### src/design/nsc_pkg.sv
`default_nettype none
package nsc_pkg;

  localparam int TEXT_W = 8;
  localparam int FNUM_W = 5;

  typedef logic [TEXT_W-1:0] text_t;
  typedef logic [FNUM_W-1:0] fnum_t;

  // One result item as it leaves the parser
  typedef struct packed {
    fnum_t field_number;
    logic  field_byte_valid;
    logic  field_closed;
    logic  sentence_done;
    logic  marker_seen;
    logic  checksum_match;
    fnum_t fields_total;
  } res_t;

endpackage
`default_nettype wire

### src/design/nsc_in_if.sv
`default_nettype none
interface nsc_in_if;
  logic                valid;
  logic                ready;
  nsc_pkg::text_t      text_byte;

  modport source (output valid, output text_byte, input ready);
  modport sink (input valid, input text_byte, output ready);
endinterface
`default_nettype wire

### src/design/nsc_out_if.sv
`default_nettype none
interface nsc_out_if;
  logic           valid;
  logic           ready;
  nsc_pkg::fnum_t field_number;
  logic           field_byte_valid;
  logic           field_closed;
  logic           sentence_done;
  logic           marker_seen;
  logic           checksum_match;
  nsc_pkg::fnum_t fields_total;

  modport source (
    output valid, output field_number, output field_byte_valid, output field_closed,
    output sentence_done, output marker_seen, output checksum_match,
    output fields_total, input ready
  );
  modport sink (
    input valid, input field_number, input field_byte_valid, input field_closed,
    input sentence_done, input marker_seen, input checksum_match,
    input fields_total, output ready
  );
endinterface
`default_nettype wire

### src/design/nsc_in_stage.sv
`default_nettype none
module nsc_in_stage (
  input  wire logic           clk,
  input  wire logic           rst_n,
  input  wire logic           in_valid,
  output logic                in_ready,
  input  wire nsc_pkg::text_t in_byte,
  input  wire logic           take,
  output logic                hold_valid,
  output nsc_pkg::text_t      hold_byte
);
  import nsc_pkg::*;

  logic  valid_r, valid_nxt;
  text_t byte_r;

  // stage frees up in the same cycle its byte moves on
  assign in_ready  = !valid_r || take;
  assign valid_nxt = (in_valid && in_ready) ? 1'b1 : (take ? 1'b0 : valid_r);

  always_ff @(posedge clk) begin
    if (!rst_n) begin
      valid_r <= 1'b0;
    end else begin
      valid_r <= valid_nxt;
    end
    if (in_valid && in_ready) begin
      byte_r <= in_byte;
    end
  end

  assign hold_valid = valid_r;
  assign hold_byte  = byte_r;
endmodule
`default_nettype wire

### src/design/nsc_parser.sv
`default_nettype none
module nsc_parser #(
  parameter int FIELD_LIMIT = 20
) (
  input  wire logic           clk,
  input  wire logic           rst_n,
  input  wire logic           step,
  input  wire nsc_pkg::text_t c,
  output nsc_pkg::res_t       res
);
  import nsc_pkg::*;

  localparam text_t CH_STAR  = text_t'(8'h2A);
  localparam text_t CH_COMMA = text_t'(8'h2C);
  localparam text_t CH_NUL   = text_t'(8'h00);
  localparam logic [FNUM_W:0] LIMIT = (FNUM_W+1)'(FIELD_LIMIT);

  typedef enum logic [1:0] {
    PH_BODY = 2'd0,
    PH_HEX  = 2'd1,
    PH_SKIP = 2'd2
  } phase_t;

  logic [TEXT_W-1:0] xor_r, xor_nxt;
  fnum_t             field_r, field_nxt;
  logic              halted_r, halted_nxt;
  phase_t            phase_r, phase_nxt;
  logic [TEXT_W-1:0] rsum_r, rsum_nxt;

  logic              hex_ok;
  logic [3:0]        hex_val;
  logic [FNUM_W:0]   field_inc;
  logic              marker;

  always_comb begin
    hex_ok  = 1'b1;
    hex_val = 4'd0;
    priority if (c >= 8'h30 && c <= 8'h39) begin
      hex_val = 4'(c - 8'h30);
    end else if (c >= 8'h61 && c <= 8'h66) begin
      hex_val = 4'(c - 8'h57);
    end else if (c >= 8'h41 && c <= 8'h46) begin
      hex_val = 4'(c - 8'h37);
    end else begin
      hex_ok = 1'b0;
    end
  end

  assign field_inc = {1'b0, field_r} + (FNUM_W+1)'(1);
  assign marker    = (phase_r != PH_BODY);

  always_comb begin
    xor_nxt    = xor_r;
    field_nxt  = field_r;
    halted_nxt = halted_r;
    phase_nxt  = phase_r;
    rsum_nxt   = rsum_r;

    res                  = '0;
    res.field_number     = field_r;

    if (c == CH_NUL) begin
      res.sentence_done  = 1'b1;
      res.field_closed   = (phase_r == PH_BODY) && !halted_r;
      res.marker_seen    = marker;
      res.checksum_match = marker && (xor_r == rsum_r);
      res.fields_total   = field_inc[FNUM_W-1:0];
      xor_nxt    = '0;
      field_nxt  = '0;
      halted_nxt = 1'b0;
      phase_nxt  = PH_BODY;
      rsum_nxt   = '0;
    end else begin
      unique case (phase_r)
        PH_BODY: begin
          if (c == CH_STAR) begin
            res.field_closed = !halted_r;
            phase_nxt        = PH_HEX;
            rsum_nxt         = '0;
          end else begin
            xor_nxt = xor_r ^ c;
            if (!halted_r) begin
              if (c == CH_COMMA) begin
                res.field_closed = 1'b1;
                if (field_inc >= LIMIT) begin
                  halted_nxt = 1'b1;
                end else begin
                  field_nxt = field_inc[FNUM_W-1:0];
                end
              end else begin
                res.field_byte_valid = 1'b1;
              end
            end
          end
        end
        PH_HEX: begin
          if (hex_ok) begin
            rsum_nxt = {rsum_r[TEXT_W-5:0], hex_val};
          end else begin
            phase_nxt = PH_SKIP;
          end
        end
        // skip phase and the unused code: ignore bytes until the terminator
        default: begin
        end
      endcase
    end
  end

  always_ff @(posedge clk) begin
    if (!rst_n) begin
      xor_r    <= '0;
      field_r  <= '0;
      halted_r <= 1'b0;
      phase_r  <= PH_BODY;
      rsum_r   <= '0;
    end else if (step) begin
      xor_r    <= xor_nxt;
      field_r  <= field_nxt;
      halted_r <= halted_nxt;
      phase_r  <= phase_nxt;
      rsum_r   <= rsum_nxt;
    end
  end
endmodule
`default_nettype wire

### src/design/nsc_out_stage.sv
`default_nettype none
module nsc_out_stage (
  input  wire logic          clk,
  input  wire logic          rst_n,
  input  wire logic          load,
  input  wire nsc_pkg::res_t res_in,
  output logic               space,
  output logic               out_valid,
  input  wire logic          out_ready,
  output nsc_pkg::res_t      res_out
);
  import nsc_pkg::*;

  logic valid_r, valid_nxt;
  res_t res_r;

  assign space     = !valid_r || out_ready;
  assign valid_nxt = load ? 1'b1 : (out_ready ? 1'b0 : valid_r);

  always_ff @(posedge clk) begin
    if (!rst_n) begin
      valid_r <= 1'b0;
    end else begin
      valid_r <= valid_nxt;
    end
    if (load) begin
      res_r <= res_in;
    end
  end

  assign out_valid = valid_r;
  assign res_out   = res_r;
endmodule
`default_nettype wire

### src/design/nmea_sentence_checksum_splitter.sv
// NMEA sentence checksum checker and field splitter.
// in_ch carries one sentence byte per transfer (no leading '$'); a zero byte
// ends the sentence. out_ch returns exactly one result per input byte, in
// order: field number, content/close marks, and on the zero byte the
// done flag, marker-seen flag, checksum match and field count.
// A byte transferred on in_ch passes through the input register, then the
// result register, before its result shows on out_ch.
// Throughput: one byte per clock while out_ch does not stall; the per-byte
// state update (running XOR, field counter, hex accumulator) is a
// combinational step between the two registers.
// When out_ch stalls, the result register holds its item and the input
// register still takes one more byte; in_ch.ready drops only when both
// registers are full.
// Reset (rst_n low, synchronous) empties both registers and returns the
// parser to the start of a sentence. After each zero byte the parser
// returns to that same start state by itself.
// FIELD_LIMIT (1..31) caps the number of fields that are split out.
`default_nettype none
module nmea_sentence_checksum_splitter #(
  parameter int FIELD_LIMIT = 20
) (
  input  wire logic  clk,
  input  wire logic  rst_n,
  nsc_in_if.sink     in_ch,
  nsc_out_if.source  out_ch
);
  import nsc_pkg::*;

  logic  hold_valid;
  text_t hold_byte;
  logic  space;
  logic  step;
  res_t  res_comb;
  res_t  res_q;

  assign step = hold_valid && space;

  nsc_in_stage u_in (
    .clk        (clk),
    .rst_n      (rst_n),
    .in_valid   (in_ch.valid),
    .in_ready   (in_ch.ready),
    .in_byte    (in_ch.text_byte),
    .take       (step),
    .hold_valid (hold_valid),
    .hold_byte  (hold_byte)
  );

  nsc_parser #(.FIELD_LIMIT(FIELD_LIMIT)) u_parse (
    .clk   (clk),
    .rst_n (rst_n),
    .step  (step),
    .c     (hold_byte),
    .res   (res_comb)
  );

  nsc_out_stage u_out (
    .clk       (clk),
    .rst_n     (rst_n),
    .load      (step),
    .res_in    (res_comb),
    .space     (space),
    .out_valid (out_ch.valid),
    .out_ready (out_ch.ready),
    .res_out   (res_q)
  );

  assign out_ch.field_number     = res_q.field_number;
  assign out_ch.field_byte_valid = res_q.field_byte_valid;
  assign out_ch.field_closed     = res_q.field_closed;
  assign out_ch.sentence_done    = res_q.sentence_done;
  assign out_ch.marker_seen      = res_q.marker_seen;
  assign out_ch.checksum_match   = res_q.checksum_match;
  assign out_ch.fields_total     = res_q.fields_total;
endmodule
`default_nettype wire
### src/flat_wrapper.sv
// flat-port wrapper written by rule: the top's interface ports become plain ports
module nmea_sentence_checksum_splitter_flat import nsc_pkg::*;
#(
  parameter int FIELD_LIMIT = 20
)
  (clk, rst_n, in_ch_valid, in_ch_text_byte, in_ch_ready, out_ch_valid, out_ch_field_number, out_ch_field_byte_valid, out_ch_field_closed, out_ch_sentence_done, out_ch_marker_seen, out_ch_checksum_match, out_ch_fields_total, out_ch_ready);
  nsc_in_if in_ch_i ();
  nsc_out_if out_ch_i ();
  input  wire logic clk;
  input  wire logic rst_n;
  input wire logic [$bits(in_ch_i.valid)-1:0] in_ch_valid;
  input wire logic [$bits(in_ch_i.text_byte)-1:0] in_ch_text_byte;
  output wire logic [$bits(in_ch_i.ready)-1:0] in_ch_ready;
  output wire logic [$bits(out_ch_i.valid)-1:0] out_ch_valid;
  output wire logic [$bits(out_ch_i.field_number)-1:0] out_ch_field_number;
  output wire logic [$bits(out_ch_i.field_byte_valid)-1:0] out_ch_field_byte_valid;
  output wire logic [$bits(out_ch_i.field_closed)-1:0] out_ch_field_closed;
  output wire logic [$bits(out_ch_i.sentence_done)-1:0] out_ch_sentence_done;
  output wire logic [$bits(out_ch_i.marker_seen)-1:0] out_ch_marker_seen;
  output wire logic [$bits(out_ch_i.checksum_match)-1:0] out_ch_checksum_match;
  output wire logic [$bits(out_ch_i.fields_total)-1:0] out_ch_fields_total;
  input wire logic [$bits(out_ch_i.ready)-1:0] out_ch_ready;
  assign in_ch_i.valid = in_ch_valid;
  assign in_ch_i.text_byte = in_ch_text_byte;
  assign in_ch_ready = in_ch_i.ready;
  assign out_ch_valid = out_ch_i.valid;
  assign out_ch_field_number = out_ch_i.field_number;
  assign out_ch_field_byte_valid = out_ch_i.field_byte_valid;
  assign out_ch_field_closed = out_ch_i.field_closed;
  assign out_ch_sentence_done = out_ch_i.sentence_done;
  assign out_ch_marker_seen = out_ch_i.marker_seen;
  assign out_ch_checksum_match = out_ch_i.checksum_match;
  assign out_ch_fields_total = out_ch_i.fields_total;
  assign out_ch_i.ready = out_ch_ready;
  nmea_sentence_checksum_splitter #(.FIELD_LIMIT(FIELD_LIMIT)) u_core (.clk(clk), .rst_n(rst_n), .in_ch(in_ch_i), .out_ch(out_ch_i));
endmodule
### config.mk
export PLATFORM = sky130hd
export DESIGN_NAME = nmea_sentence_checksum_splitter_flat
export DESIGN_NICKNAME = d
export VERILOG_FILES = /design/src/design/nsc_pkg.sv /design/src/design/nsc_in_if.sv /design/src/design/nsc_out_if.sv /design/src/design/nsc_in_stage.sv /design/src/design/nsc_parser.sv /design/src/design/nsc_out_stage.sv /design/src/design/nmea_sentence_checksum_splitter.sv /design/src/flat_wrapper.sv
export SDC_FILE = /design/constraint.sdc
export NUM_CORES = 1
export LEC_CHECK = 0
export BUFFER_PORTS_ARGS = -buffer_cell sky130_fd_sc_hd__buf_4
export CORE_ASPECT_RATIO = 0.6
export CORE_MARGIN = 8
export CORE_UTILIZATION = 30
export CTS_CLUSTER_DIAMETER = 120
export CTS_CLUSTER_SIZE = 14
export DETAILED_ROUTE_END_ITERATION = 12
export GPL_ROUTABILITY_DRIVEN = 0
export GPL_TIMING_DRIVEN = 0
export PLACE_DENSITY = 0.55
export SETUP_SLACK_MARGIN = 0.1
export SLEW_MARGIN = 15
export SYNTH_ARGS = -nofsm -noshare
export SYNTH_HDL_FRONTEND = slang
export SYNTH_SLANG_ARGS = --single-unit
export TNS_END_PERCENT = 50
### constraint.sdc
create_clock -name clk -period 2.03 [get_ports clk]
set_clock_uncertainty 0.15 [all_clocks]
set_input_delay 0.203 -clock clk [delete_from_list [all_inputs] [get_ports clk]]
set_output_delay 0.203 -clock clk [all_outputs]
set_load 0.01 [all_outputs]
# ---- After elaboration in Yosys (flattened, before gate mapping)
# Index checks and enable logic that the tools add are counted.
dict set report word_totals {
  register_bits 49
  input_bits 12
  elab_cells 103
  output_inout_bits 17
}
dict set report classes {
  order_cmp 7
  n_reduce_logical 25
  mux 40
  bitwise_logic 2
  n_addsub 4
  eq_ne 10
}
# cell n
set op_table {}
lappend op_table {{8-bit two-way mux} 7}
lappend op_table {{5-bit two-way mux} 6}
lappend op_table {{1-bit two-way mux} 18}
lappend op_table {{8-bit by 6-bit == test with 1-bit output, second input constant} 2}
lappend op_table {{8-bit by 7-bit >= comparator with 1-bit output, second input constant} 2}
lappend op_table {{8-bit by 7-bit less-or-equal comparator with 1-bit output, second input constant} 2}
lappend op_table {{8-bit case mux with 2 select lines} 1}
lappend op_table {{4-bit two-way mux} 3}
lappend op_table {{2-bit nonzero test} 5}
lappend op_table {{8-bit == test} 1}
lappend op_table {{8-bit by 6-bit >= comparator with 1-bit output, second input constant} 1}
lappend op_table {{8-bit by 6-bit less-or-equal comparator with 1-bit output, second input constant} 1}
lappend op_table {{8-bit zero test} 1}
lappend op_table {{2-bit two-way mux} 4}
lappend op_table {{4-bit AND reduction} 2}
lappend op_table {{4-bit by 3-bit subtractor with 4-bit output, second input constant} 2}
lappend op_table {{8-bit XOR} 1}
lappend op_table {{1-bit logical AND} 7}
lappend op_table {{5-bit by 1-bit adder with 6-bit output, second input constant} 1}
lappend op_table {{6-bit by 5-bit >= comparator with 1-bit output, second input constant} 1}
lappend op_table {{3-bit inequality test, second input constant} 2}
lappend op_table {{6-bit AND reduction} 1}
lappend op_table {{2-bit inequality test, second input constant} 2}
lappend op_table {{2-bit case mux with 2 select lines} 1}
lappend op_table {{other kinds (11)} 14}

# ---- Logic depth before layout (Yosys ltp)
dict set report depth {
  depth_word 8
  mapped_depth 8
}

# ---- Modules after synthesis
# A second synthesis with hierarchy kept.
dict set report hier_totals {
  hier_cells 212
  hier_area_um2 2359.8
}
# mod instances area_each_um2 cells_per_inst
set modules_own_cells {}
lappend modules_own_cells {nsc_parser 1 1556.5 179}
lappend modules_own_cells {nsc_out_stage 1 499.2 19}
lappend modules_own_cells {nsc_in_stage 1 297.8 13}
lappend modules_own_cells {nmea_sentence_checksum_splitter 1 6.3 1}

# ---- Worst setup path after synthesis
# Ideal clock, no wire load.
dict set report synth_timing {
  path_type {reg2reg}
  startpoint {reg u_core.u_out.valid_r, in the netlist u_core.u_out.out_valid}
  endpoint {reg u_core.u_parse.xor_r[1]}
  t_arrival_ns 1.697
  period_less_slack_ns 1.970
  path_buffers 1
  setup_time_ns 0.123
  path_stages_with_launch 8
  t_required_ns 1.757
  slack_ns 0.060
  cell_sequence {dfxtp_1 nand2b_1 nand2_2 inv_1 clkbuf_1 o211ai_1 xor2_1 nor2_1}
}
dict set report synth_between {
  elab_chain_cells 4
}
# item line
set synth_rtl {}
lappend synth_rtl {{start, declared} nsc_out_stage.sv:14} ;# logic valid_r, valid_nxt;
lappend synth_rtl {{start signal, assigned} nsc_out_stage.sv:24} ;# valid_r <= valid_nxt;
lappend synth_rtl {{1-bit zero test} nsc_out_stage.sv:17} ;# assign space = !valid_r || out_ready;
lappend synth_rtl {{1-bit logical OR} nsc_out_stage.sv:17}
lappend synth_rtl {{1-bit logical AND} nmea_sentence_checksum_splitter.sv:36} ;# assign step = hold_valid && space;
lappend synth_rtl {{named net u_core.step} nmea_sentence_checksum_splitter.sv:32} ;# logic step;
lappend synth_rtl {{3-bit AND reduction (no source line)} --}
lappend synth_rtl {{end signal, assigned} nsc_parser.sv:118} ;# xor_r <= xor_nxt;
lappend synth_rtl {{end, declared} nsc_parser.sv:24} ;# logic [TEXT_W-1:0] xor_r, xor_nxt;
# The timed path passes the listed nets, and every way through them passes these cells.
# A chain may end at the register's enable or synchronous reset.

# ---- Worst setup path in the final report
dict set report layout_timing {
  startpoint {reg u_core.u_in.byte_r[1], in the netlist u_core.u_in.hold_byte[1]}
  endpoint {reg u_core.u_parse.rsum_r[2]}
}
dict set report layout_between {
  elab_chain_cells 8
}
# item line
set layout_rtl {}
lappend layout_rtl {{start, declared} nsc_in_stage.sv:15} ;# text_t byte_r;
lappend layout_rtl {{start signal, assigned} nsc_in_stage.sv:28} ;# byte_r <= in_byte;
lappend layout_rtl {{8-bit by 7-bit >= comparator with 1-bit output or 8-bit by 7-bit less-or-equal comparator with 1-bit output (tied branches)} nsc_parser.sv:42} ;# end else if (c >= 8'h41 && c <= 8'h46) begin
lappend layout_rtl {{1-bit logical AND} nsc_parser.sv:42}
lappend layout_rtl {{4-bit two-way mux} nsc_parser.sv:42}
lappend layout_rtl {{4-bit two-way mux} nsc_parser.sv:40} ;# end else if (c >= 8'h61 && c <= 8'h66) begin
lappend layout_rtl {{4-bit two-way mux} nsc_parser.sv:38} ;# priority if (c >= 8'h30 && c <= 8'h39) begin
lappend layout_rtl {{8-bit two-way mux} nsc_parser.sv:97} ;# if (hex_ok) begin
lappend layout_rtl {{8-bit case mux with 2 select lines} nsc_parser.sv:74} ;# unique case (phase_r)
lappend layout_rtl {{8-bit two-way mux} nsc_parser.sv:62} ;# if (c == CH_NUL) begin
lappend layout_rtl {{end signal, assigned} nsc_parser.sv:122} ;# rsum_r <= rsum_nxt;
lappend layout_rtl {{end, declared} nsc_parser.sv:28} ;# logic [TEXT_W-1:0] rsum_r, rsum_nxt;
# Several ways; a longest one is shown, not always the timed one. The select of a mux whose other input is x is not followed.

==> results.ini <==
[routing]
wl_per_cell_um = 14.9
drtIter0Drc = 89
vias_per_cell = 4.79
drcViolationCount = 0
drt_pass1_iterations = 4
dr_total_vias = 1819
ant_nets = 0
routed_wl_um = 5670

[global_route]
grt_max_degree = 25
antenna_found_initial = 0
grt_overflow = 0
grt_pass1_wl_um = 9230
grt_pass1_vias = 1754
gr-usage-all-layers_pct = 10.3

[sta]
finalHoldViolCount = 0
final-setup-viol-count = 9
final.setup.worst_slack_ns = -0.0103
timing.fmax_ghz = 0.490
final.period_utilization_pct = 101
drv_slew = 0
rsz0062_at_grt = true
min_period_ns = 2.04
slew_headroom_pct = 65.3
worst_pin_slew_ns = 0.521

[power_and_ir_drop]
cellLeakagePower_nw = 1.28
vdd_ir_drop_max_uv = 323
power_density_nw_per_um2 = 664

[die]
rows = 25
die_h_um = 85.4
dieArea_um2 = 11300
die_x_um = 132
io_pins = 29
start_util_pct = 30.8
coreArea_um2 = 7820

[synthesis]
synth_area_um2 = 2410
synth_cells = 207
synth_edf_count = 23
synth_cell_type_count = 56
synth-main-ff-cell = dfxtp_1
synthTopCellsByArea = edfxtp_1 (29%), dfxtp_1 (22%), a32o_2 (3.7%)
ys_seq_elements = 49
syn_nets = 226
ys_warn_count = 0
seq_area_frac_synth_pct = 50.3
synth_top_area_cell = edfxtp_1
async_flop_share_pct = 0
synth_top_area_share_pct = 28.7
syn_avg_cell_area_um2 = 11.6

[layout]
utilization_pct = 42.1
n_fill_cell = 768
final_common_cell = buf_4
syn_to_final_growth_pct = 36.7
fin_area_um2 = 3290
antenna_cells = 0
final_layout_size_suffix_gt1_share_pct = 39.3
final_cell_mix = buf_4 (45), dfxtp_1 (26), edfxtp_1 (23)
nets = 290

[status]
violations = setup timing
status = finished, violations left

[clock_tree]
clkLatencyLatePin_ns = 0.29
clk_root_buffer_cell = clkbuf_16
clock_sinks = 49
cts.htree.levels = 2
clk_pin_slew_ns = 0.07
cts_made_buffers = 5
clk_path_buf_depth = 2
cts_tree = yes

[worst_hold_path]
hold_class = in2reg

[setup_path]
crit_type = reg2reg
worstPathRequired_ns = 2.11
worst_setup_path_start_kind = flop
crit_path_end_kind = flop
path_max_fanout = 8
critical_path_arrival_ns = 2.13

[flow_run]
maxCapViolCount = 0

[placed_design]
io_buffers = 28
dp_hpwl_um = 3910
dpl-instance-area_um2 = 2760

==> logic make-up (layout without fill, tap and decap cells) <==
| group | after synthesis | count (layout) | share of synthesized area (%) |
|---|---|---|---|
| and+or+nand+nor | 66 | 66 | 17.8 |
| adders and majority gates | 7 | 7 | 3.63 |
| muxes | 1 | 1 | 0.467 |
| buffers and inverters | 14 | 78 | 3.22 |
| AOI/OAI and AO/OA | 52 | 53 | 18.1 |
| DFF | 49 | 49 | 50.3 |
| xor gates and xnor gates | 18 | 18 | 6.54 |
==> worst max-delay path: stages (launching register included) <==
cell,delay [ns]
edfxtp_1,0.44
inv_2,0.09
ha_1,0.22
o21bai_2,0.19
a21oi_4,0.12
a41o_2,0.28
o21ai_4,0.28
a32o_2,0.22
==> final timing paths <==
kind	slack (ns)	cells after the start	start	to
setup / recovery	-0.01	7	u_core.u_in.hold_byte[1]	u_core.u_parse.rsum_r[2]
hold / removal	0.11	3	out_ch_ready	u_core.u_out.out_valid
setup reg to reg	-0.01	7	u_core.u_in.hold_byte[1]	u_core.u_parse.rsum_r[2]
hold reg to reg	0.30	2	u_core.u_parse.halted_r	u_core.u_parse.halted_r
==> state kept, by name, indices dropped and copies added, names as in the netlist <==
signal                   count
u_core.u_in.hold_byte        8
u_core.u_out.res_out        15
u_core.u_parse.phase_r       2
u_core.u_out.out_valid       1
u_core.u_parse.xor_r         8
u_core.u_parse.rsum_r        8
u_core.u_in.hold_valid       1
u_core.u_parse.halted_r      1
u_core.u_parse.field_r       5
==> repair_timing <==
action | in CTS | in global routing
hold buffers | 9 | 0
setup endpoints to repair | 26 | 27
hold endpoints to repair | 9 | 0
gates cloned | 0 | 1
setup buffers | 14 | 5
pin swaps | 18 | 6
gates resized for setup | 15 | 15
==> where the power goes <==
| group | switching, W | internal (W) |
|---|---|---|
| Sequential | 0.0000272 | 0.00107 |
| Combinational | 0.000125 | 0.000122 |
| Clock | 0.000381 | 0.000463 |
| Total | 0.000533 | 0.00165 |
==> cell usage after synthesis, types with 2 or more instances <==
cell / count
xor2_1: 9
o211ai_1: 8
nor4_1: 3
nor2_1: 18
nor4_4: 2
nor3_1: 3
inv_1: 7
nand3_1: 2
and2b_1: 2
or2_2: 2
nand2b_1: 3
xnor2_1: 9
nor2b_1: 2
ha_1: 7
and2_1: 2
nand2_1: 8
buf_2: 2
dfxtp_1: 26
o21ai_0: 2
a21o_1: 4
o2111ai_1: 2
edfxtp_1: 23
a32o_2: 8
a21oi_1: 14
buf_6: 3
nand4_1: 5
o21ai_4: 2
==> area by class of cell <==
cell class / count / area [um2] / share of cell area [%]
buffer: 6 / 55.1 / 1.67
clock buffer: 5 / 125 / 3.80
clock inverter: 3 / 25.0 / 0.760
inverter: 8 / 30.0 / 0.912
multi-input combinational: 145 / 1260 / 38.3
sequential: 49 / 1210 / 36.8
tap: 108 / 135 / 4.10
timing repair buffer: 56 / 450 / 13.7
==> layer usage <==
layer / GRT usage [%] / part of all wire, % / vias to the layer above
met5: 0 / 0 / -
met4: 3.21 / 1.0 / 0
met3: 3.66 / 6.1 / 8
met2: 13.9 / 39 / 36
met1: 14.7 / 54 / 862
li1: - / - / 913
==> metrics by stage <==
stage	setup slack (ns)	cells	setup TNS, ns	hold slack (ns)	total power, W
after floorplan	0.0989	207	0	0.152	0.00123
after global placement	-0.220	343	-3.05	0.232	0.00130
after detailed placement	-0.257	343	-3.49	0.232	0.00130
after CTS	0.0191	374	0	0.0999	0.00219
after global routing	-0.0997	380	-1.40	0.122	0.00227
final	-0.0103	380	-0.0615	0.110	0.00219
No activity file was read; power rests on OpenSTA's default activity.
